===== config.mk =====
export PLATFORM = sky130hd
export DESIGN_NAME = text_record_and_hex_frame_parser
export DESIGN_NICKNAME = d
export VERILOG_FILES = /design/src/trhfp_pkg.sv /design/src/trhfp_step.sv /design/src/text_record_and_hex_frame_parser.sv
export SDC_FILE = /design/constraint.sdc
export NUM_CORES = 1
export LEC_CHECK = 0
export BUFFER_PORTS_ARGS = -buffer_cell sky130_fd_sc_hd__buf_2
export CAP_MARGIN = 30
export CORE_UTILIZATION = 63
export CTS_BUF_LIST = sky130_fd_sc_hd__clkbuf_8
export CTS_CLUSTER_DIAMETER = 200
export CTS_CLUSTER_SIZE = 10
export DETAILED_ROUTE_END_ITERATION = 10
export PLACE_DENSITY = 0.8
export SLEW_MARGIN = 20
export SYNTH_ARGS = -nofsm -noshare
export SYNTH_HDL_FRONTEND = slang
export SYNTH_SLANG_ARGS = --single-unit

===== constraint.sdc =====
create_clock -name clk_i -period 4.6 [get_ports clk_i]
set_clock_uncertainty 0.1 [all_clocks]
set_input_delay 0.46 -clock clk_i [delete_from_list [all_inputs] [get_ports clk_i]]
set_output_delay 0.46 -clock clk_i [all_outputs]
set_load 0.005 [all_outputs]

===== src/trhfp_pkg.sv =====
// ----------------------------------------------------------------------------
// trhfp_pkg
// Types, constants and helper functions of the text record / hex frame parser.
// ----------------------------------------------------------------------------
package trhfp_pkg;

  localparam logic [7:0] LABEL_MAX = 8'd63;
  localparam logic [7:0] VALUE_MAX = 8'd63;
  localparam logic [7:0] HEX_MAX   = 8'd255;

  localparam logic [7:0] CHAR_CR    = 8'h0D;
  localparam logic [7:0] CHAR_LF    = 8'h0A;
  localparam logic [7:0] CHAR_TAB   = 8'h09;
  localparam logic [7:0] CHAR_COLON = 8'h3A;

  localparam logic [7:0] END_LABEL_LEN = 8'd8;
  localparam logic [3:0] CMD_LONG      = 4'h7;
  localparam logic [7:0] CMD_LONG_MIN  = 8'd6;
  localparam logic [7:0] HEX_MIN       = 8'd3;
  localparam logic [7:0] SUM_TARGET_RST = 8'h55;

  typedef enum logic [2:0] {
    MODE_WAIT_CR = 3'd0,
    MODE_WAIT_LF = 3'd1,
    MODE_LABEL   = 3'd2,
    MODE_VALUE   = 3'd3,
    MODE_CHECK   = 3'd4,
    MODE_HEX     = 3'd5
  } mode_e;

  typedef enum logic [3:0] {
    EV_NONE        = 4'd0,
    EV_LABEL_CHAR  = 4'd1,
    EV_LABEL_DONE  = 4'd2,
    EV_VALUE_CHAR  = 4'd3,
    EV_VALUE_DONE  = 4'd4,
    EV_RECORD_GOOD = 4'd5,
    EV_HEX_BYTE    = 4'd6,
    EV_HEX_GOOD    = 4'd7,
    EV_ERROR       = 4'd8
  } event_e;

  typedef struct packed {
    mode_e      mode;
    logic [7:0] position;
    logic [7:0] text_sum;
    logic [7:0] hex_sum;
    logic [3:0] high_nibble;
    logic       label_matches;
    logic       hex_bad_digit;
    logic [3:0] command_nibble;
  } parse_state_t;

  // "Checksum", one character per index
  function automatic logic [7:0] end_label_char(input logic [2:0] idx);
    logic [7:0] ch;
    case (idx)
      3'd0:    ch = 8'h43;
      3'd1:    ch = 8'h68;
      3'd2:    ch = 8'h65;
      3'd3:    ch = 8'h63;
      3'd4:    ch = 8'h6B;
      3'd5:    ch = 8'h73;
      3'd6:    ch = 8'h75;
      default: ch = 8'h6D;
    endcase
    return ch;
  endfunction

  function automatic logic is_printable(input logic [7:0] c);
    return (c >= 8'h20) && (c <= 8'h7E);
  endfunction

  // bit 4 set marks a byte that is no upper-case hex digit
  function automatic logic [4:0] hex_digit_value(input logic [7:0] c);
    logic [4:0] v;
    if (c >= 8'h30 && c <= 8'h39) begin
      v = {1'b0, c[3:0]};
    end else if (c >= 8'h41 && c <= 8'h46) begin
      v = {1'b0, c[3:0] + 4'd9};
    end else begin
      v = 5'h10;
    end
    return v;
  endfunction

endpackage


===== src/trhfp_step.sv =====
// ----------------------------------------------------------------------------
// trhfp_step
// Next-state and event logic of the parser for one received byte.
// ----------------------------------------------------------------------------
module trhfp_step import trhfp_pkg::*; (
  input  parse_state_t state_i,
  input  logic [7:0]   byte_i,
  input  logic [7:0]   sum_target_i,
  output parse_state_t state_o,
  output event_e       event_o
);

  logic [7:0] sum_new;
  logic [4:0] digit;
  logic [3:0] nibble;

  assign sum_new = state_i.text_sum + byte_i;
  assign digit   = hex_digit_value(byte_i);
  assign nibble  = digit[4] ? 4'h0 : digit[3:0];

  always_comb begin
    state_o          = state_i;
    state_o.text_sum = sum_new;
    event_o          = EV_NONE;
    unique case (state_i.mode)
      MODE_WAIT_CR: begin
        if (byte_i == CHAR_CR) begin
          state_o.mode = MODE_WAIT_LF;
        end else if (byte_i == CHAR_COLON) begin
          state_o.mode           = MODE_HEX;
          state_o.position       = 8'd0;
          state_o.hex_sum        = 8'd0;
          state_o.high_nibble    = 4'd0;
          state_o.hex_bad_digit  = 1'b0;
          state_o.command_nibble = 4'd0;
        end else begin
          state_o.mode     = MODE_WAIT_CR;
          state_o.text_sum = 8'd0;
          event_o          = EV_ERROR;
        end
      end
      MODE_HEX: begin
        if (byte_i == CHAR_LF) begin
          state_o.mode     = MODE_WAIT_CR;
          state_o.text_sum = 8'd0;
          if (state_i.position < HEX_MIN || !state_i.position[0] ||
              state_i.hex_bad_digit || state_i.hex_sum != sum_target_i ||
              (state_i.command_nibble == CMD_LONG &&
               state_i.position < CMD_LONG_MIN)) begin
            event_o = EV_ERROR;
          end else begin
            event_o = EV_HEX_GOOD;
          end
        end else if (state_i.position >= HEX_MAX) begin
          state_o.mode     = MODE_WAIT_CR;
          state_o.text_sum = 8'd0;
          event_o          = EV_ERROR;
        end else begin
          if (digit[4]) begin
            state_o.hex_bad_digit = 1'b1;
          end
          if (state_i.position == 8'd0) begin
            state_o.command_nibble = nibble;
            state_o.hex_sum        = state_i.hex_sum + {4'h0, nibble};
          end else if (state_i.position[0]) begin
            state_o.high_nibble = nibble;
          end else begin
            state_o.hex_sum = state_i.hex_sum + {state_i.high_nibble, nibble};
            event_o         = EV_HEX_BYTE;
          end
          state_o.position = state_i.position + 8'd1;
        end
      end
      MODE_WAIT_LF: begin
        if (byte_i == CHAR_LF) begin
          state_o.mode          = MODE_LABEL;
          state_o.position      = 8'd0;
          state_o.label_matches = 1'b1;
        end else begin
          state_o.mode     = MODE_WAIT_CR;
          state_o.text_sum = 8'd0;
          event_o          = EV_ERROR;
        end
      end
      MODE_LABEL: begin
        if (byte_i == CHAR_TAB) begin
          if (state_i.position == 8'd0) begin
            state_o.mode     = MODE_WAIT_CR;
            state_o.text_sum = 8'd0;
            event_o          = EV_ERROR;
          end else begin
            state_o.mode = (state_i.label_matches && state_i.position == END_LABEL_LEN)
                           ? MODE_CHECK : MODE_VALUE;
            state_o.position = 8'd0;
            event_o          = EV_LABEL_DONE;
          end
        end else if (is_printable(byte_i) && state_i.position < LABEL_MAX) begin
          if (state_i.position >= END_LABEL_LEN ||
              end_label_char(state_i.position[2:0]) != byte_i) begin
            state_o.label_matches = 1'b0;
          end
          state_o.position = state_i.position + 8'd1;
          event_o          = EV_LABEL_CHAR;
        end else begin
          state_o.mode     = MODE_WAIT_CR;
          state_o.text_sum = 8'd0;
          event_o          = EV_ERROR;
        end
      end
      MODE_CHECK: begin
        state_o.mode = MODE_WAIT_CR;
        if (sum_new == 8'd0) begin
          event_o = EV_RECORD_GOOD;
        end else begin
          state_o.text_sum = 8'd0;
          event_o          = EV_ERROR;
        end
      end
      MODE_VALUE: begin
        if (byte_i == CHAR_CR) begin
          state_o.mode = MODE_WAIT_LF;
          if (state_i.position == 8'd0) begin
            state_o.text_sum = 8'd0;
            event_o          = EV_ERROR;
          end else begin
            event_o = EV_VALUE_DONE;
          end
        end else if (is_printable(byte_i) && state_i.position < VALUE_MAX) begin
          state_o.position = state_i.position + 8'd1;
          event_o          = EV_VALUE_CHAR;
        end else begin
          state_o.mode     = MODE_WAIT_CR;
          state_o.text_sum = 8'd0;
          event_o          = EV_ERROR;
        end
      end
      default: begin
        state_o.mode = MODE_WAIT_CR;
      end
    endcase
  end

endmodule


===== src/text_record_and_hex_frame_parser.sv =====
// ----------------------------------------------------------------------------
// text_record_and_hex_frame_parser
// Parses label/tab/value text records and ':' hex frames, one byte per word.
// ----------------------------------------------------------------------------
// Usage:
// - s_axis carries one received byte per word in tdata[7:0].
// - m_axis returns exactly one event code per input byte in tdata[3:0]
//   (upper bits zero), in input order.
// - cfg_* writes the 8-bit hex frame sum target; cfg_ready_o is always high.
//   Write it only while the parser is idle.
// - A byte is registered on acceptance and then processed, landing in the
//   output register that drives m_axis_tvalid and m_axis_tdata.
// - Throughput is one byte per cycle while the receiver does not stall;
//   the state update between the input and output registers is combinational.
// - When the receiver stalls, the output word holds and the input register
//   keeps one more byte; s_axis_tready drops only while both are full.
// - Reset clears both registers, puts the parser in the wait-for-CR state
//   and sets the sum target to 0x55.
module text_record_and_hex_frame_parser import trhfp_pkg::*; (
  input  logic       clk_i,
  input  logic       rst_ni,
  input  logic       s_axis_tvalid,
  output logic       s_axis_tready,
  input  logic [7:0] s_axis_tdata,   // [7:0] rx_byte
  output logic       m_axis_tvalid,
  input  logic       m_axis_tready,
  output logic [7:0] m_axis_tdata,   // [3:0] event_res, [7:4] zero
  input  logic       cfg_valid_i,
  output logic       cfg_ready_o,
  input  logic [7:0] cfg_data_i
);

  logic         in_valid_q;
  logic [7:0]   in_byte_q;
  logic         out_valid_q;
  event_e       out_event_q;
  logic [7:0]   sum_target_q;
  parse_state_t state_q;
  parse_state_t state_d;
  event_e       event_d;
  logic         advance;

  assign advance       = in_valid_q && (!out_valid_q || m_axis_tready);
  assign s_axis_tready = !in_valid_q || advance;
  assign cfg_ready_o   = 1'b1;
  assign m_axis_tvalid = out_valid_q;
  assign m_axis_tdata  = {4'h0, out_event_q};

  trhfp_step u_step (
    .state_i      (state_q),
    .byte_i       (in_byte_q),
    .sum_target_i (sum_target_q),
    .state_o      (state_d),
    .event_o      (event_d)
  );

  always_ff @(posedge clk_i or negedge rst_ni) begin
    if (!rst_ni) begin
      in_valid_q <= 1'b0;
    end else if (s_axis_tready) begin
      in_valid_q <= s_axis_tvalid;
    end
  end

  always_ff @(posedge clk_i) begin
    if (s_axis_tready && s_axis_tvalid) begin
      in_byte_q <= s_axis_tdata;
    end
  end

  always_ff @(posedge clk_i or negedge rst_ni) begin
    if (!rst_ni) begin
      out_valid_q <= 1'b0;
    end else if (advance) begin
      out_valid_q <= 1'b1;
    end else if (m_axis_tready) begin
      out_valid_q <= 1'b0;
    end
  end

  always_ff @(posedge clk_i) begin
    if (advance) begin
      out_event_q <= event_d;
    end
  end

  always_ff @(posedge clk_i or negedge rst_ni) begin
    if (!rst_ni) begin
      state_q <= '{mode: MODE_WAIT_CR, position: 8'd0, text_sum: 8'd0,
                   hex_sum: 8'd0, high_nibble: 4'd0, label_matches: 1'b1,
                   hex_bad_digit: 1'b0, command_nibble: 4'd0};
    end else if (advance) begin
      state_q <= state_d;
    end
  end

  always_ff @(posedge clk_i or negedge rst_ni) begin
    if (!rst_ni) begin
      sum_target_q <= SUM_TARGET_RST;
    end else if (cfg_valid_i) begin
      sum_target_q <= cfg_data_i;
    end
  end

endmodule


[After elaboration in Yosys (flattened, before gate mapping)]
Index checks and enable logic that the tools add are counted.
Word-level totals
  flip-flop bits (word level): 59
  latch bits: 0
  bits in writable memories: 0
  bits in read-only memories: 0
  input port bits: 21
  output and inout bits: 11
  word-level logic and storage cells: 171
  memories kept: 0
Cells by class
  add/sub/neg operators: 5
  multiply operators: 0
  divide/modulo/power cells: 0
  magnitude comparators: 11
  equality and inequality tests: 35
  shift operators: 0
  mux-type cells: 74
  bitwise operators: 0
  reductions and logical operators: 33
Operators with widths (count)
  8-bit 2-to-1 mux: 20
  4-bit 2-to-1 mux: 18
  8-bit one-hot mux with 6 select lines: 1
  6-bit one-hot mux with 7 select lines: 1
  8-bit one-hot mux with 5 select lines: 1
  12-bit 2-to-1 mux: 3
  8-bit by 4-bit equality test with 1-bit output (second input constant): 4
  5-bit 2-to-1 mux: 6
  28-bit 2-to-1 mux: 1
  3-bit 2-to-1 mux: 9
  12-bit one-hot mux with 2 select lines: 1
  4-bit one-hot mux with 6 select lines: 1
  7-bit AND reduction: 3
  19-bit 2-to-1 mux: 1
  8-bit adder: 2
  8-bit by 6-bit greater-or-equal comparator with 1-bit output (second input constant): 2
  8-bit by 7-bit <= comparator with 1-bit output (second input constant): 2
  8-bit logical NOT: 2
  8-bit inequality test: 2
  3-bit equality test (second input constant): 5
  3-bit one-hot mux with 5 select lines: 1
  2-bit inequality test (second input constant): 7
  3-bit by 2-bit equality test with 1-bit output (second input constant): 4
  2-bit by 1-bit inequality test with 1-bit output (second input constant): 6
  other kinds (30): 55

[Longest topological paths before layout]
  depth in word-level cells: 12
  gate-level depth with buffers: 16
  depth with buffers taken out: 15

[Hierarchy]
From an unflattened synthesis, not the netlist that was laid out.
Unflattened totals
  cell total of the unflattened synthesis: 485
  area, all modules: 4614.4 µm²
Modules (own cells, without submodules)
  trhfp_step: instances 1, cells an instance 362, area an instance 2354.8 µm², sequential area each 0.0 µm²
  text_record_and_hex_frame_parser: instances 1, cells an instance 123, area an instance 2259.7 µm², sequential area each 1542.7 µm²

[Worst setup path before layout]
OpenSTA, ideal clock, no wires.
  path kind: reg-to-reg
  from: register in_byte_q[1]
  to: register state_q[16] (netlist bit)
  setup time: 125 ps
  data arrival time: 3372 ps
  required time: 4375 ps
  slack: 1002 ps
  stages on the path, launching flop included: 16
  buffers on the path: 1
  period minus slack after synthesis: 3598 ps
  cell sequence: edfxtp_1 inv_1 ha_1 clkbuf_1 o21bai_1 a2111oi_4 mux2_2 ha_1 inv_1 fa_1 nor2b_1 o21ai_0 a21oi_1 mux2i_1 a31oi_1 mux2_4
Between the ends
  longest elaborated chain between the ends: 11
  elaborated cells between the ends (all ways): 24
  those cells by class: add/sub: 3; order compare: 4; eq/ne: 6; mux: 8; reduce/logical: 3
Ends and longest elaborated chain
  start: declaration: RTL line text_record_and_hex_frame_parser.sv:34  | logic [7:0] in_byte_q;
  start signal: assignment: RTL line text_record_and_hex_frame_parser.sv:67  | in_byte_q <= s_axis_tdata;
  8-bit by 7-bit greater-or-equal comparator with 1-bit output / 8-bit by 7-bit <= comparator with 1-bit output (equally long branches): RTL line trhfp_pkg.sv:79  | end else if (c >= 8'h41 && c <= 8'h46) begin
  1-bit logical AND: RTL line trhfp_pkg.sv:79
  5-bit 2-to-1 mux: RTL line trhfp_pkg.sv:79
  5-bit 2-to-1 mux: RTL line trhfp_pkg.sv:77  | if (c >= 8'h30 && c <= 8'h39) begin
  4-bit 2-to-1 mux: RTL line trhfp_step.sv:19  | assign nibble = digit[4] ? 4'h0 : digit[3:0];
  8-bit adder: RTL line trhfp_step.sv:68  | state_o.hex_sum = state_i.hex_sum + {state_i.high_nibble, nibble};
  8-bit 2-to-1 mux: RTL line trhfp_step.sv:65  | end else if (state_i.position[0]) begin
  8-bit 2-to-1 mux: RTL line trhfp_step.sv:62  | if (state_i.position == 8'd0) begin
  12-bit 2-to-1 mux: RTL line trhfp_step.sv:54  | end else if (state_i.position >= HEX_MAX) begin
  12-bit 2-to-1 mux: RTL line trhfp_step.sv:43  | if (byte_i == CHAR_LF) begin
  12-bit one-hot mux with 2 select lines: RTL line trhfp_step.sv:25  | unique case (state_i.mode)
  end signal: assignment: RTL line text_record_and_hex_frame_parser.sv:89  | state_q <= '{mode: MODE_WAIT_CR, position: 8'd0, text_sum: 8'd0,
  end signal: assignment: RTL line text_record_and_hex_frame_parser.sv:93  | state_q <= state_d;
  end: declaration: RTL line text_record_and_hex_frame_parser.sv:38  | parse_state_t state_q;
Parallel ways exist; a longest one is shown, timed or not. The select of a mux whose other input is x is not followed.
A chain may end at the register's enable or synchronous reset.

[Final worst setup path]
  from: register in_byte_q[1]
  to: register state_q[17] (netlist bit)
The elaborated chain is that of the path after synthesis.

==> summary.md <==
| Metric | Value |
|---|---|
| Outcome | `complete, but fails checks` |
| Failing checks | `DRC` |
| FILL cells | `510` |
| # Max-Cap Violations | `0` |
| Global route overflow | `0` |
| Synth top cells by count | `dfrtp_1, nor2_1, a21oi_1, nand2_1, o21ai_0` |
| Longest Clk Path Bufs | `2` |
| Arr. time, crit path | `4.02 ns` |
| Via count | `3,654` |
| Non-Filler Instances | `557` |
| Die ar. | `7120 um^2` |
| # resized after CTS | `0` |
| Count leader, synth | `dfrtp_1` |
| Post-synth cell types | `79` |
| Top cells by area, synth | `dfrtp_1, edfxtp_1, ha_1` |
| Number of synthesis warnings | `0` |
| First drt pass iteration count | `8` |
| Initial antenna violation count | `0` |
| Worst-Skew Late Latency | `0.35 ns` |
| Critical path fanouts, max | `10` |
| Dpl ws | `0.729 ns` |
| Layout Nets | `521` |
| WS Path Type | `reg2reg` |
| Maximum vdd drop | `0.264 mV` |
| Root Buffer Master | `clkbuf_8` |
| Placed cell count | `539` |
| Minimum clock period | `3.89 ns` |
| Startpoint types | `flip-flop` |
| Syn avg cell area | `9.46 um^2` |
| Synth Cell Area | `4270 um^2` |
| DR DRC count | `2` |
| Main synth FF type | `dfrtp_1` |
| Largest net degree at the start of global routing | `30` |
| Initial DRC Count | `341` |
| Placed inst area | `4430 um^2` |
| RSZ-0062 raised after global routing | `no` |
| Via-per-instance ratio | `6.56` |
| Avg WL per Cell | `18.1 um` |
| Slew @ Worst Pin | `0.703 ns` |
| Global-route usage over all layers | `30.0%` |
| Synth Instances | `452` |
| Sink Count | `59` |
| Setup violations, final | `0` |
| Layout cells sized above 1 | `18.8%` |
| Die X | `84.4 um` |
| Tot Pwr | `1420 uW` |
| Required time of the critical path | `4.73 ns` |
| Max_slew headroom | `52.9%` |
| Initial Util | `66.2%` |
| Inserted Clock Buffers | `9` |
| Num rows | `29` |
| Dpl hpwl | `7430 um` |
| TritonCTS clock tree | `yes` |
| FF+latch count, synth | `59` |
| Number of diodes | `0` |
| EDFF count, synth | `12` |
| HP Class | `in2reg` |
| Cts hold-fix bufs | `1` |
| Critical Path End Type | `flip-flop` |
| Top cell type's share of synthesized area | `24.6%` |
| Synth area leader | `dfrtp_1` |
| Setup WS post-layout | `0.714 ns` |
| TNS Setup | `0 ns` |
| Final ANT Viol Nets | `0` |
| Post-CTS setup buffers | `0` |
| Number of global-route vias before repair | `3,551` |
| Global-route wire length before repair | `16,800 um` |
| Die H | `84.4 um` |
| Period utilisation layout | `84.5%` |
| P_leak | `0.00192 uW` |
| Wirelength, routed | `10,100 um` |
| Asr flop ratio synth | `79.7%` |
| Final-report hold violation count | `0` |
| Area delta synth->final | `8.46%` |
| Seq/Total Area, Yosys | `36.1%` |
| Max-slew violations | `0` |
| I/O pins | `32` |
| IO buf count | `26` |
| Pwr/cell area | `307 nW/um^2` |
| Htree depth | `3` |
| Clock transition at the registers of the reported paths | `0.07 ns` |
| Post-route cell area | `4640 um^2` |
| Core box area | `6460 um^2` |
| Routability cong. | `0.917` |
| Maximum clock rate | `257 MHz` |
[critical path, cell delays in order, from the launching register on]
cell and delay, ns:
edfxtp_1 0.55, inv_1 0.14, ha_1 0.35, o21bai_1 0.16, a2111oi_4 0.52, nor3_1 0.09
a22o_1 0.28, ha_1 0.31, inv_1 0.09, o211ai_1 0.12, a2111oi_0 0.42, nor2_1 0.17
xnor2_1 0.17, a311o_1 0.31
[layout make-up]
type / instances / area [um^2] / share of cell area [%]
multi-input combinational: 352 / 2550 / 55.0
sequential: 59 / 1540 / 33.3
timing repair buffer: 30 / 175 / 3.78
clock buffer: 9 / 124 / 2.67
tap: 77 / 96.3 / 2.08
inverter: 23 / 86.3 / 1.86
clock inverter: 7 / 61.3 / 1.32
[sequential cells by signal (all words and copies together), names as in the netlist]
signal and count:
in_valid_q 1, m_axis_tvalid 1, sum_target_q 8, out_event_q 4, in_byte_q 8, state_q 37
[where the power goes]
part | internal [uW] | switching, uW | leakage, uW | total (uW)
Combinational | 142 | 181 | 0.00111 | 322
Clock | 243 | 216 | 0.0000953 | 460
Sequential | 582 | 59.4 | 0.000715 | 642
Total | 967 | 456 | 0.00192 | 1420
[metal layers]
| metal | vias up | GRT usage [%] | share of wire (%) | wire length (um) |
|---|---|---|---|---|
| met1 | 1738 | 40.0 | 45 | 4520 |
| met4 | 0 | 10.5 | 2.1 | 215 |
| met5 | - | 0 | 0 | 0 |
| li1 | 1703 | - | - | - |
| met2 | 186 | 49.6 | 47 | 4700 |
| met3 | 27 | 5.31 | 6.6 | 666 |
[path summary, 6_finish.rpt]
check	from	end	slack [ns]	cells after the start
max in group asynchronous	rst_ni	sum_target_q[0]	3.28	3
worst max-delay path	in_byte_q[1]	state_q[17]	0.71	13
min in group asynchronous	rst_ni	state_q[34]	0.51	2
worst max register to register	in_byte_q[1]	state_q[17]	0.71	13
worst min-delay path	s_axis_tdata[7]	in_byte_q[7]	0.19	1
worst min register to register	in_valid_q	m_axis_tvalid	0.40	1
[per-stage QoR]
step                      hold slack (ns)  util, %
final                               0.191     71.8
after global routing                0.179     71.8
after CTS                           0.181     71.7
after detailed placement            0.367     68.6
after global placement              0.380     68.3
after floorplan                    0.0644        -
[cell usage in the layout, fill, tap and decap left out, types with 3 or more instances in the layout]
cell type / instances
nand3_1: 12
a32oi_1: 3
nor3b_1: 3
a21o_1: 4
nand2_1: 26
nor4_1: 6
dfrtp_1: 42
nand4b_1: 3
clkbuf_8: 9
xnor2_1: 14
nor3_1: 20
o21bai_1: 4
buf_2: 26
o31ai_1: 6
mux2_4: 3
a21oi_1: 26
conb_1: 5
nor2_1: 34
mux2_2: 21
xor2_1: 7
edfxtp_1: 12
mux2i_1: 4
ha_1: 23
a31oi_1: 5
and2_1: 10
nand4_1: 7
and3_1: 6
a211oi_1: 6
nand2b_1: 8
nor2b_1: 9
dfstp_2: 5
inv_1: 24
o21ai_0: 25
[cells by family (layout without fill, tap and decap cells)]
group | Yosys count | count (layout) | synth area share, %
DFF | 59 | 59 | 36.1
muxes | 28 | 28 | 7.52
and+or+nand+nor | 166 | 166 | 22.1
adders and majority gates | 25 | 25 | 7.67
other | 2 | 5 | 0.176
xor gates and xnor gates | 22 | 22 | 4.83
AOI/OAI and AO/OA | 106 | 106 | 17.1
buffers and inverters | 44 | 69 | 4.51
Power figures use the tool's default switching activity.
